## src/rtl/ftci_pkg.sv

```systemverilog
// Shared types, constants and helper functions for the collision interlock.
package ftci_pkg;

   localparam int GRID_SIDE   = 16;
   localparam int GRID_STEP   = 128;
   localparam int MAX_PASSES  = 8;
   localparam int CELL_BITS   = $clog2(GRID_SIDE);
   localparam int ADDR_BITS   = 2 * CELL_BITS;
   localparam int TABLE_CELLS = GRID_SIDE * GRID_SIDE;
   localparam int STEP_SHIFT  = $clog2(GRID_STEP);
   localparam int PASS_BITS   = $clog2(MAX_PASSES + 1);

   localparam logic [11:0] ANGLE_CLOSED = 12'd890;
   localparam logic [11:0] ANGLE_OPEN   = 12'd1850;
   localparam logic [9:0]  ANGLE_SPAN   = 10'd960;
   localparam logic [10:0] TARGET_MAX   = 11'd2000;
   localparam logic [11:0] NO_TARGET    = 12'hFFF;

   // Angle scaling is span * 25 / 12: a shift by two, then a reciprocal of three.
   localparam logic [14:0] SCALE_MUL   = 15'd25;
   localparam logic [16:0] THIRD_RECIP = 17'd43691;
   localparam int          THIRD_SHIFT = 17;

   localparam logic [10:0] CLASH_RESET = 11'd600;
   localparam logic [10:0] BLOCK_RESET = 11'd800;
   localparam logic [10:0] SAFE_RESET  = 11'd1200;

   localparam logic [1:0] MODE_CHECK = 2'd0;
   localparam logic [1:0] MODE_BEND  = 2'd1;
   localparam logic [1:0] MODE_ROT   = 2'd2;

   localparam logic [1:0] REG_CLASH = 2'd0;
   localparam logic [1:0] REG_BLOCK = 2'd1;
   localparam logic [1:0] REG_SAFE  = 2'd2;

   typedef enum logic [3:0] {
      ST_IDLE, ST_PREP, ST_RULES, ST_BADDR, ST_BRD0, ST_BRD1, ST_BRD2, ST_BRD3,
      ST_BUPD, ST_RADDR, ST_RRD0, ST_RRD1, ST_RRD2, ST_RRD3, ST_RUPD, ST_DONE
   } state_type;

   // Controller commands to the datapath.
   typedef struct packed {
      logic       load;
      logic       prep;
      logic       rules;
      logic       bend_addr;
      logic       rot_addr;
      logic [1:0] corner;
      logic       rd_en;
      logic       bend_sel;
      logic       grab;
      logic       bend_upd;
      logic       rot_upd;
      logic       done;
   } cmd_type;

   typedef struct packed {
      logic changed;
   } status_type;

   // Clamp a signed 16-bit target; all ones means no command.
   function automatic logic [11:0] clamp_target(input logic [15:0] t);
      logic [11:0] r;
      if (t == 16'hFFFF) r = NO_TARGET;
      else if (t[15]) r = 12'd0;
      else if (t > {5'd0, TARGET_MAX}) r = {1'b0, TARGET_MAX};
      else r = t[11:0];
      return r;
   endfunction

   // Clamp a grid coordinate cell index.
   function automatic logic [CELL_BITS-1:0] cell_of(input logic [10:0] v);
      logic [10:0] c;
      c = v >> STEP_SHIFT;
      if (c > 11'(GRID_SIDE - 1)) c = 11'(GRID_SIDE - 1);
      return c[CELL_BITS-1:0];
   endfunction

endpackage

```

## src/rtl/ftci_ctrl.sv

```systemverilog
// Controller state machine sequencing rules and grid passes.
module ftci_ctrl (
   input  logic                 clock,
   input  logic                 reset,
   input  logic                 start,
   input  logic [1:0]           req_mode,
   input  logic                 map_busy,
   input  ftci_pkg::status_type status,
   output ftci_pkg::cmd_type    cmd,
   output logic                 busy
);
   import ftci_pkg::*;

   state_type state_ff, state_in;
   logic [PASS_BITS-1:0] pass_ff, pass_in;
   logic                 chg_ff, chg_in;
   logic                 map_wait_ff, map_wait_in;

   // Next state.
   always_comb begin
      state_in    = state_ff;
      pass_in     = pass_ff;
      chg_in      = chg_ff;
      map_wait_in = map_wait_ff;
      case (state_ff)
         ST_IDLE: begin
            if (start) begin
               if (req_mode == MODE_CHECK) begin
                  state_in    = ST_PREP;
                  map_wait_in = 1'b1;
               end else begin
                  state_in = ST_DONE;
               end
            end
         end
         ST_PREP: begin
            map_wait_in = 1'b0;
            if (!map_wait_ff && !map_busy) state_in = ST_RULES;
         end
         ST_RULES: begin
            pass_in  = '0;
            state_in = ST_BADDR;
         end
         ST_BADDR: begin
            chg_in   = 1'b0;
            state_in = ST_BRD0;
         end
         ST_BRD0: state_in = ST_BRD1;
         ST_BRD1: state_in = ST_BRD2;
         ST_BRD2: state_in = ST_BRD3;
         ST_BRD3: state_in = ST_BUPD;
         ST_BUPD: begin
            chg_in   = status.changed;
            state_in = ST_RADDR;
         end
         ST_RADDR: state_in = ST_RRD0;
         ST_RRD0:  state_in = ST_RRD1;
         ST_RRD1:  state_in = ST_RRD2;
         ST_RRD2:  state_in = ST_RRD3;
         ST_RRD3:  state_in = ST_RUPD;
         ST_RUPD: begin
            pass_in = pass_ff + PASS_BITS'(1);
            if ((chg_ff || status.changed) && (pass_ff != PASS_BITS'(MAX_PASSES - 1)))
               state_in = ST_BADDR;
            else
               state_in = ST_DONE;
         end
         ST_DONE: state_in = ST_IDLE;
         default: state_in = ST_IDLE;
      endcase
   end

   // Outputs. Each read state fetches one corner; the last corner is merged at update.
   always_comb begin
      cmd       = '0;
      cmd.load  = (state_ff == ST_IDLE) && start && (req_mode != MODE_CHECK);
      cmd.prep  = (state_ff == ST_IDLE) && start && (req_mode == MODE_CHECK);
      case (state_ff)
         ST_RULES: cmd.rules = 1'b1;
         ST_BADDR: cmd.bend_addr = 1'b1;
         ST_BRD0, ST_BRD1, ST_BRD2, ST_BRD3: begin
            cmd.rd_en    = 1'b1;
            cmd.bend_sel = 1'b1;
            cmd.corner   = 2'(state_ff - ST_BRD0);
            cmd.grab     = (state_ff != ST_BRD0);
         end
         ST_BUPD: begin
            cmd.grab     = 1'b1;
            cmd.bend_upd = 1'b1;
         end
         ST_RADDR: cmd.rot_addr = 1'b1;
         ST_RRD0, ST_RRD1, ST_RRD2, ST_RRD3: begin
            cmd.rd_en  = 1'b1;
            cmd.corner = 2'(state_ff - ST_RRD0);
            cmd.grab   = (state_ff != ST_RRD0);
         end
         ST_RUPD: begin
            cmd.grab    = 1'b1;
            cmd.rot_upd = 1'b1;
         end
         ST_DONE: cmd.done = 1'b1;
         default: ;
      endcase
   end

   always_ff @(posedge clock) begin
      if (reset) begin
         state_ff    <= ST_IDLE;
         pass_ff     <= '0;
         chg_ff      <= 1'b0;
         map_wait_ff <= 1'b0;
      end else begin
         state_ff    <= state_in;
         pass_ff     <= pass_in;
         chg_ff      <= chg_in;
         map_wait_ff <= map_wait_in;
      end
   end

   assign busy = (state_ff != ST_IDLE);

`ifndef SYNTHESIS
   a_done_once: assert property (@(posedge clock) disable iff (reset)
      cmd.done |=> !cmd.done) else $error("done repeated");
   a_no_start_busy: assert property (@(posedge clock) disable iff (reset)
      busy |=> (state_ff != ST_PREP) || $past(state_ff == ST_IDLE) || $past(state_ff == ST_PREP))
      else $error("prep entered while busy");
   a_pass_bound: assert property (@(posedge clock) disable iff (reset)
      pass_ff <= PASS_BITS'(MAX_PASSES)) else $error("pass count overrun");
`endif
endmodule

```

## config.mk

```make
export PLATFORM = sky130hd
export DESIGN_NAME = ftci_ctrl
export DESIGN_NICKNAME = d
export VERILOG_FILES = /design/src/rtl/ftci_pkg.sv /design/src/rtl/ftci_ctrl.sv
export SDC_FILE = /design/constraint.sdc
export NUM_CORES = 1
export LEC_CHECK = 0
export BUFFER_PORTS_ARGS = -buffer_cell sky130_fd_sc_hd__buf_2
export CAP_MARGIN = 20
export CORE_ASPECT_RATIO = 1.2
export CORE_MARGIN = 2
export CORE_UTILIZATION = 40
export CTS_CLUSTER_SIZE = 16
export DETAILED_ROUTE_END_ITERATION = 12
export GPL_TIMING_DRIVEN = 0
export PLACE_DENSITY = 0.7
export SYNTH_ARGS = -nofsm -noshare
export SYNTH_HDL_FRONTEND = slang
export SYNTH_SLANG_ARGS = --single-unit
```

## constraint.sdc

```tcl
create_clock -name clock -period 1.6 [get_ports clock]
set_input_delay 0.24 -clock clock [delete_from_list [all_inputs] [get_ports clock]]
set_output_delay 0.24 -clock clock [all_outputs]
set_load 0.03 [all_outputs]
```

==> tab_implementation.tex <==
\begin{tabular}{lr}
\hline
Metric & Value \\
\hline
\multicolumn{2}{l}{\textbf{Placement}} \\
\quad Routability-driven placement congestion ratio & 0.7911 \\
\quad HPWL after detailed placement & between 1 and 1.5 mm \\
\quad Placed cells & approximately 120 \\
\quad Port buffer count & 20 \\
\quad Cell area after placement & about 800 sq um \\
\multicolumn{2}{l}{\textbf{CTS}} \\
\quad Clock slew seen by the registers of the worst setup and hold paths & approximately 70 ps \\
\quad Number of buffers created by CTS & 3 \\
\quad CTS tree & built \\
\quad Clock Sink Count & 10 \\
\quad Clock Root Buffer & clkbuf\_4 \\
\quad Largest buffer count on any clock path & 2 \\
\quad Clock insertion delay at the later pin of the skew report & 270 ps \\
\quad Count of H-tree levels built during CTS & 1 \\
\quad CTS Hold Bufs & 0 \\
\multicolumn{2}{l}{\textbf{GRT}} \\
\quad Overall fraction of global-route tracks in use & 19.04\% \\
\quad Total grt overflow & 0 \\
\quad Number of antenna violations at the first check in global routing & 0 \\
\quad Wire length of the first global-routing pass & approximately 2.6 mm \\
\quad Number of global-route vias before repair & between 600 and 700 \\
\quad Largest net degree at the start of global routing & 11 \\
\multicolumn{2}{l}{\textbf{Route}} \\
\quad Via count & approximately 670 \\
\quad Number of DRC violations after detailed routing & 0 \\
\quad Per-cell via count in the routed design & between 5 and 6 \\
\quad Routed wire per std cell & $\sim$12 um \\
\quad Number of nets with antenna violations after detailed routing & 0 \\
\quad Total wirelength of the detailed-routed design & roughly 1.5 mm \\
\quad 1st-iter DRT viols & 8 \\
\quad DRT Pass-1 Iters & 3 \\
\multicolumn{2}{l}{\textbf{STA}} \\
\quad Time the worst path needs with I/O delays and setup & around 1600 ps \\
\quad Max-slew violation count & 0 \\
\quad Count of final hold-check violations & 0 \\
\quad Fmax & $\sim$0.63 GHz \\
\quad Finish-stage setup viols & 0 \\
\quad Crit share post-route & 98.94\% \\
\quad RSZ-0062 raised after global routing & yes \\
\quad Final Skew & approximately 2.4 ps \\
\quad Relative max-transition margin & between 80 and 90\% \\
\quad Slew @ Worst Pin & between 200 and 300 ps \\
\quad Setup tns final & 0 ps \\
\quad Hold slack final & roughly 220 ps \\
\multicolumn{2}{l}{\textbf{Worst setup path}} \\
\quad Crit-path max cell delay & 370 ps \\
\quad Critical path data required time & around 1400 ps \\
\quad Cells along the critical path & nor4\_4, nand2\_1, nor3\_2, buf\_4 \\
\quad Family with the most delay on the worst path & simple AND/OR/NAND/NOR gates \\
\quad R2R setup slack & around 310 ps \\
\quad FF-to-FF path depth & 5 \\
\quad Biggest fanout along the worst timing path & 6 \\
\quad Nature of the critical path endpoint & primary output \\
\quad Category of the critical setup timing path & flop to primary output \\
\quad Worst path buffer plus inverter count & 1 \\
\quad CP max stage cell & dfxtp\_4 \\
\quad Endpoint arrival time on the critical path & 1340 ps \\
\quad Kind of start point of the critical path & flop \\
\quad FF-to-FF Start & state\_ff[1]\$\_SDFFE\_PP0P\_ \\
\quad RR Endpoint & state\_ff[1]\$\_SDFFE\_PP0P\_ \\
\multicolumn{2}{l}{\textbf{Floorplanning}} \\
\quad Num rows & 16 \\
\quad Floorplan die area & about 2000 sq um \\
\quad Initial cell density of the core & 41.72\% \\
\quad Top-Level Pins & 21 \\
\quad Die H & 48.77 um \\
\quad Core area & $\sim$1600 sq um \\
\quad Die W & a little over 40 um \\
\multicolumn{2}{l}{\textbf{Finish}} \\
\quad Layout Utilization & roughly three fifths \\
\quad FF+latch area & 212.7 sq um \\
\quad Final Net Count & about 120 \\
\quad Layout filler cell count & between 150 and 200 \\
\quad Final instance count without filler cells & 128 \\
\quad Final std cell area, no fill & $\sim$930 sq um \\
\quad Ratio of cells with drive above 1 in the final layout & approximately 40\% \\
\quad Area growth from synthesis to layout & 39.14\% \\
\quad Number of antenna diodes & 0 \\
\quad Area occupied by multi-input gates & 451.7 sq um \\
\multicolumn{2}{l}{\textbf{Run status}} \\
\quad Outcome & finished, final reports clean \\
\multicolumn{2}{l}{\textbf{Synth}} \\
\quad Post-synthesis share of cell area spent on and, or, nand and nor gates & 34.64\% \\
\quad Proportion of synthesized chip area in sequential cells & 29.96\% \\
\quad Dominant synthesized flop cell & dfxtp\_1 \\
\quad Compound-Gate Fraction of Synth Area & roughly 22\% \\
\quad Combinational family with the most area after synthesis & simple AND/OR/NAND/NOR gates \\
\quad Asr flop ratio synth & 0\% \\
\quad Post-synthesis instance area & between 600 and 700 sq um \\
\quad Per-instance average area after synthesis & $\sim$8.0 sq um \\
\quad Number of nets in the synthesized netlist & around 90 \\
\quad Flip-flop and latch count after synthesis & 10 \\
\quad Adder and majority cell fraction of the synthesized area & $\sim$1.9\% \\
\quad Warning count from the yosys run & 0 \\
\quad Cell count after synthesis & 84 \\
\quad Number of synthesized flops with an enable pin & 0 \\
\quad Post-synthesis mux area share & about 3.0\% \\
\quad Share of the synthesized netlist area taken by xor and xnor gates & 1.311\% \\
\quad Unique masters post-synth & 32 \\
\multicolumn{2}{l}{\textbf{Power and ir drop}} \\
\quad Power Density & around 1900 nW/um\^{}2 \\
\quad Worst IR Drop VDD & between 900 and 1000 uV \\
\quad P\_leak & 0.3981 nW \\
\multicolumn{2}{l}{\textbf{Worst hold path}} \\
\quad Worst min-delay path category & input pin to flop \\
\quad Startpoint of the worst hold path & reset \\
\quad Hold EP & pass\_ff[2]\$\_SDFFE\_PP0P\_ \\
\quad Number of cells on the worst hold path & 2 \\
\multicolumn{2}{l}{\textbf{Job}} \\
\quad Max\_cap viols & 0 \\
\hline
\end{tabular}
flip-flops by register name, indices dropped and copies added (netlist names):
register,flops
map_wait_ff,1
chg_ff,1
state_ff,4
pass_ff,4
cell usage after synthesis (2+ instances only):
library cell	instances	area (sq um)
dfxtp_1	10	200.2
nor3_1	6	30.03
nand2_1	5	18.77
nor2b_1	3	18.77
nand3_1	2	10.01
o21a_1	2	15.01
buf_2	4	20.02
o21ai_0	5	25.02
a31oi_1	4	25.02
nand2b_1	5	31.28
a211oi_1	2	15.01
inv_1	2	7.510
a21oi_1	5	25.02
nor2_1	8	30.03
nand3b_1	3	22.52
mux2i_1	2	20.02
layout make-up:
type	count	share of cell area, %
plain buffers	5	5.653
clock buffers	4	3.903
inverters	2	0.8075
multi-input cells	66	48.59
flip-flops and latches	10	22.88
well taps	18	2.423
repair buffers	23	15.75
layout by cell type (no fill, tap or decap):
cell	netlist	final
nand3b_1	3	3
nor3_2	0	2
mux2i_1	2	2
dfxtp_4	0	3
nor4_4	1	1
dfxtp_2	0	1
dfxtp_1	10	6
or3_4	1	1
a211oi_1	2	1
a41oi_1	1	1
buf_8	0	1
buf_4	1	11
ha_1	1	1
clkbuf_4	0	4
nand2_1	5	4
nand2b_1	5	5
a211oi_2	0	1
buf_2	4	12
inv_1	2	2
nor2_1	8	8
a22oi_1	1	1
clkbuf_8	0	1
xnor2_2	0	1
and4b_1	1	1
nand3_1	2	2
a21boi_1	1	2
nor4b_2	1	1
nor2b_1	3	3
nor4_1	1	1
o21bai_1	1	1
and2_1	1	1
o21ai_1	1	2
buf_6	1	3
o21ai_0	5	4
nor3_1	6	4
a21oi_1	5	5
o21a_1	2	2
a31oi_1	4	4
nand2_4	0	1
logic make-up after synthesis:
logic type | count (synthesis)
xor gates and xnor gates | 1
DFF | 10
and+or+nand+nor | 38
muxes | 2
buffers and inverters | 8
AOI/OAI and AO/OA | 24
adders and majority gates | 1
routing by layer:
layer / up-vias / part of all wire [%] / global-route usage [%]
met5: - / 0 / 0
met3: 4 / 3.7 / 4.110
met1: 292 / 43 / 22.06
met2: 15 / 50 / 29.17
met4: 0 / 3.0 / 12.90
li1: 357 / - / -
metrics by stage:
step                setup slack [ps]  power [mW]
floorplan                     -89.09       1.161
global placement               105.0       1.354
detailed placement             89.72       1.369
CTS                           -7.714       1.707
global route                  -64.13       1.930
finish                         17.01       1.791
how the worst max path moves through the flow:
stage,startpoint,endpoint,depth (start not counted)
after floorplan,state_ff[1]$_SDFFE_PP0P_,cmd[6],4
after global placement,state_ff[0]$_SDFFE_PP0P_,cmd[3],4
after detailed placement,state_ff[1]$_SDFFE_PP0P_,cmd[6],5
after CTS,state_ff[1]$_SDFFE_PP0P_,cmd[11],4
after global routing,state_ff[1]$_SDFFE_PP0P_,cmd[11],4
final,state_ff[1]$_SDFFE_PP0P_,cmd[11],4
report_power, final:
part | switching (mW) | internal, mW
registers | 0.100 | 0.324
logic | 0.629 | 0.503
clock network | 0.0967 | 0.138
repair_timing:
action                                  4_1_cts  5_1_grt
cloned                                        0        0
gates resized for setup                      18       11
pin swaps                                     2        1
buffers inserted                              1        2
endpoints found under the setup margin       10        9
No activity file was read; power rests on OpenSTA's default activity.
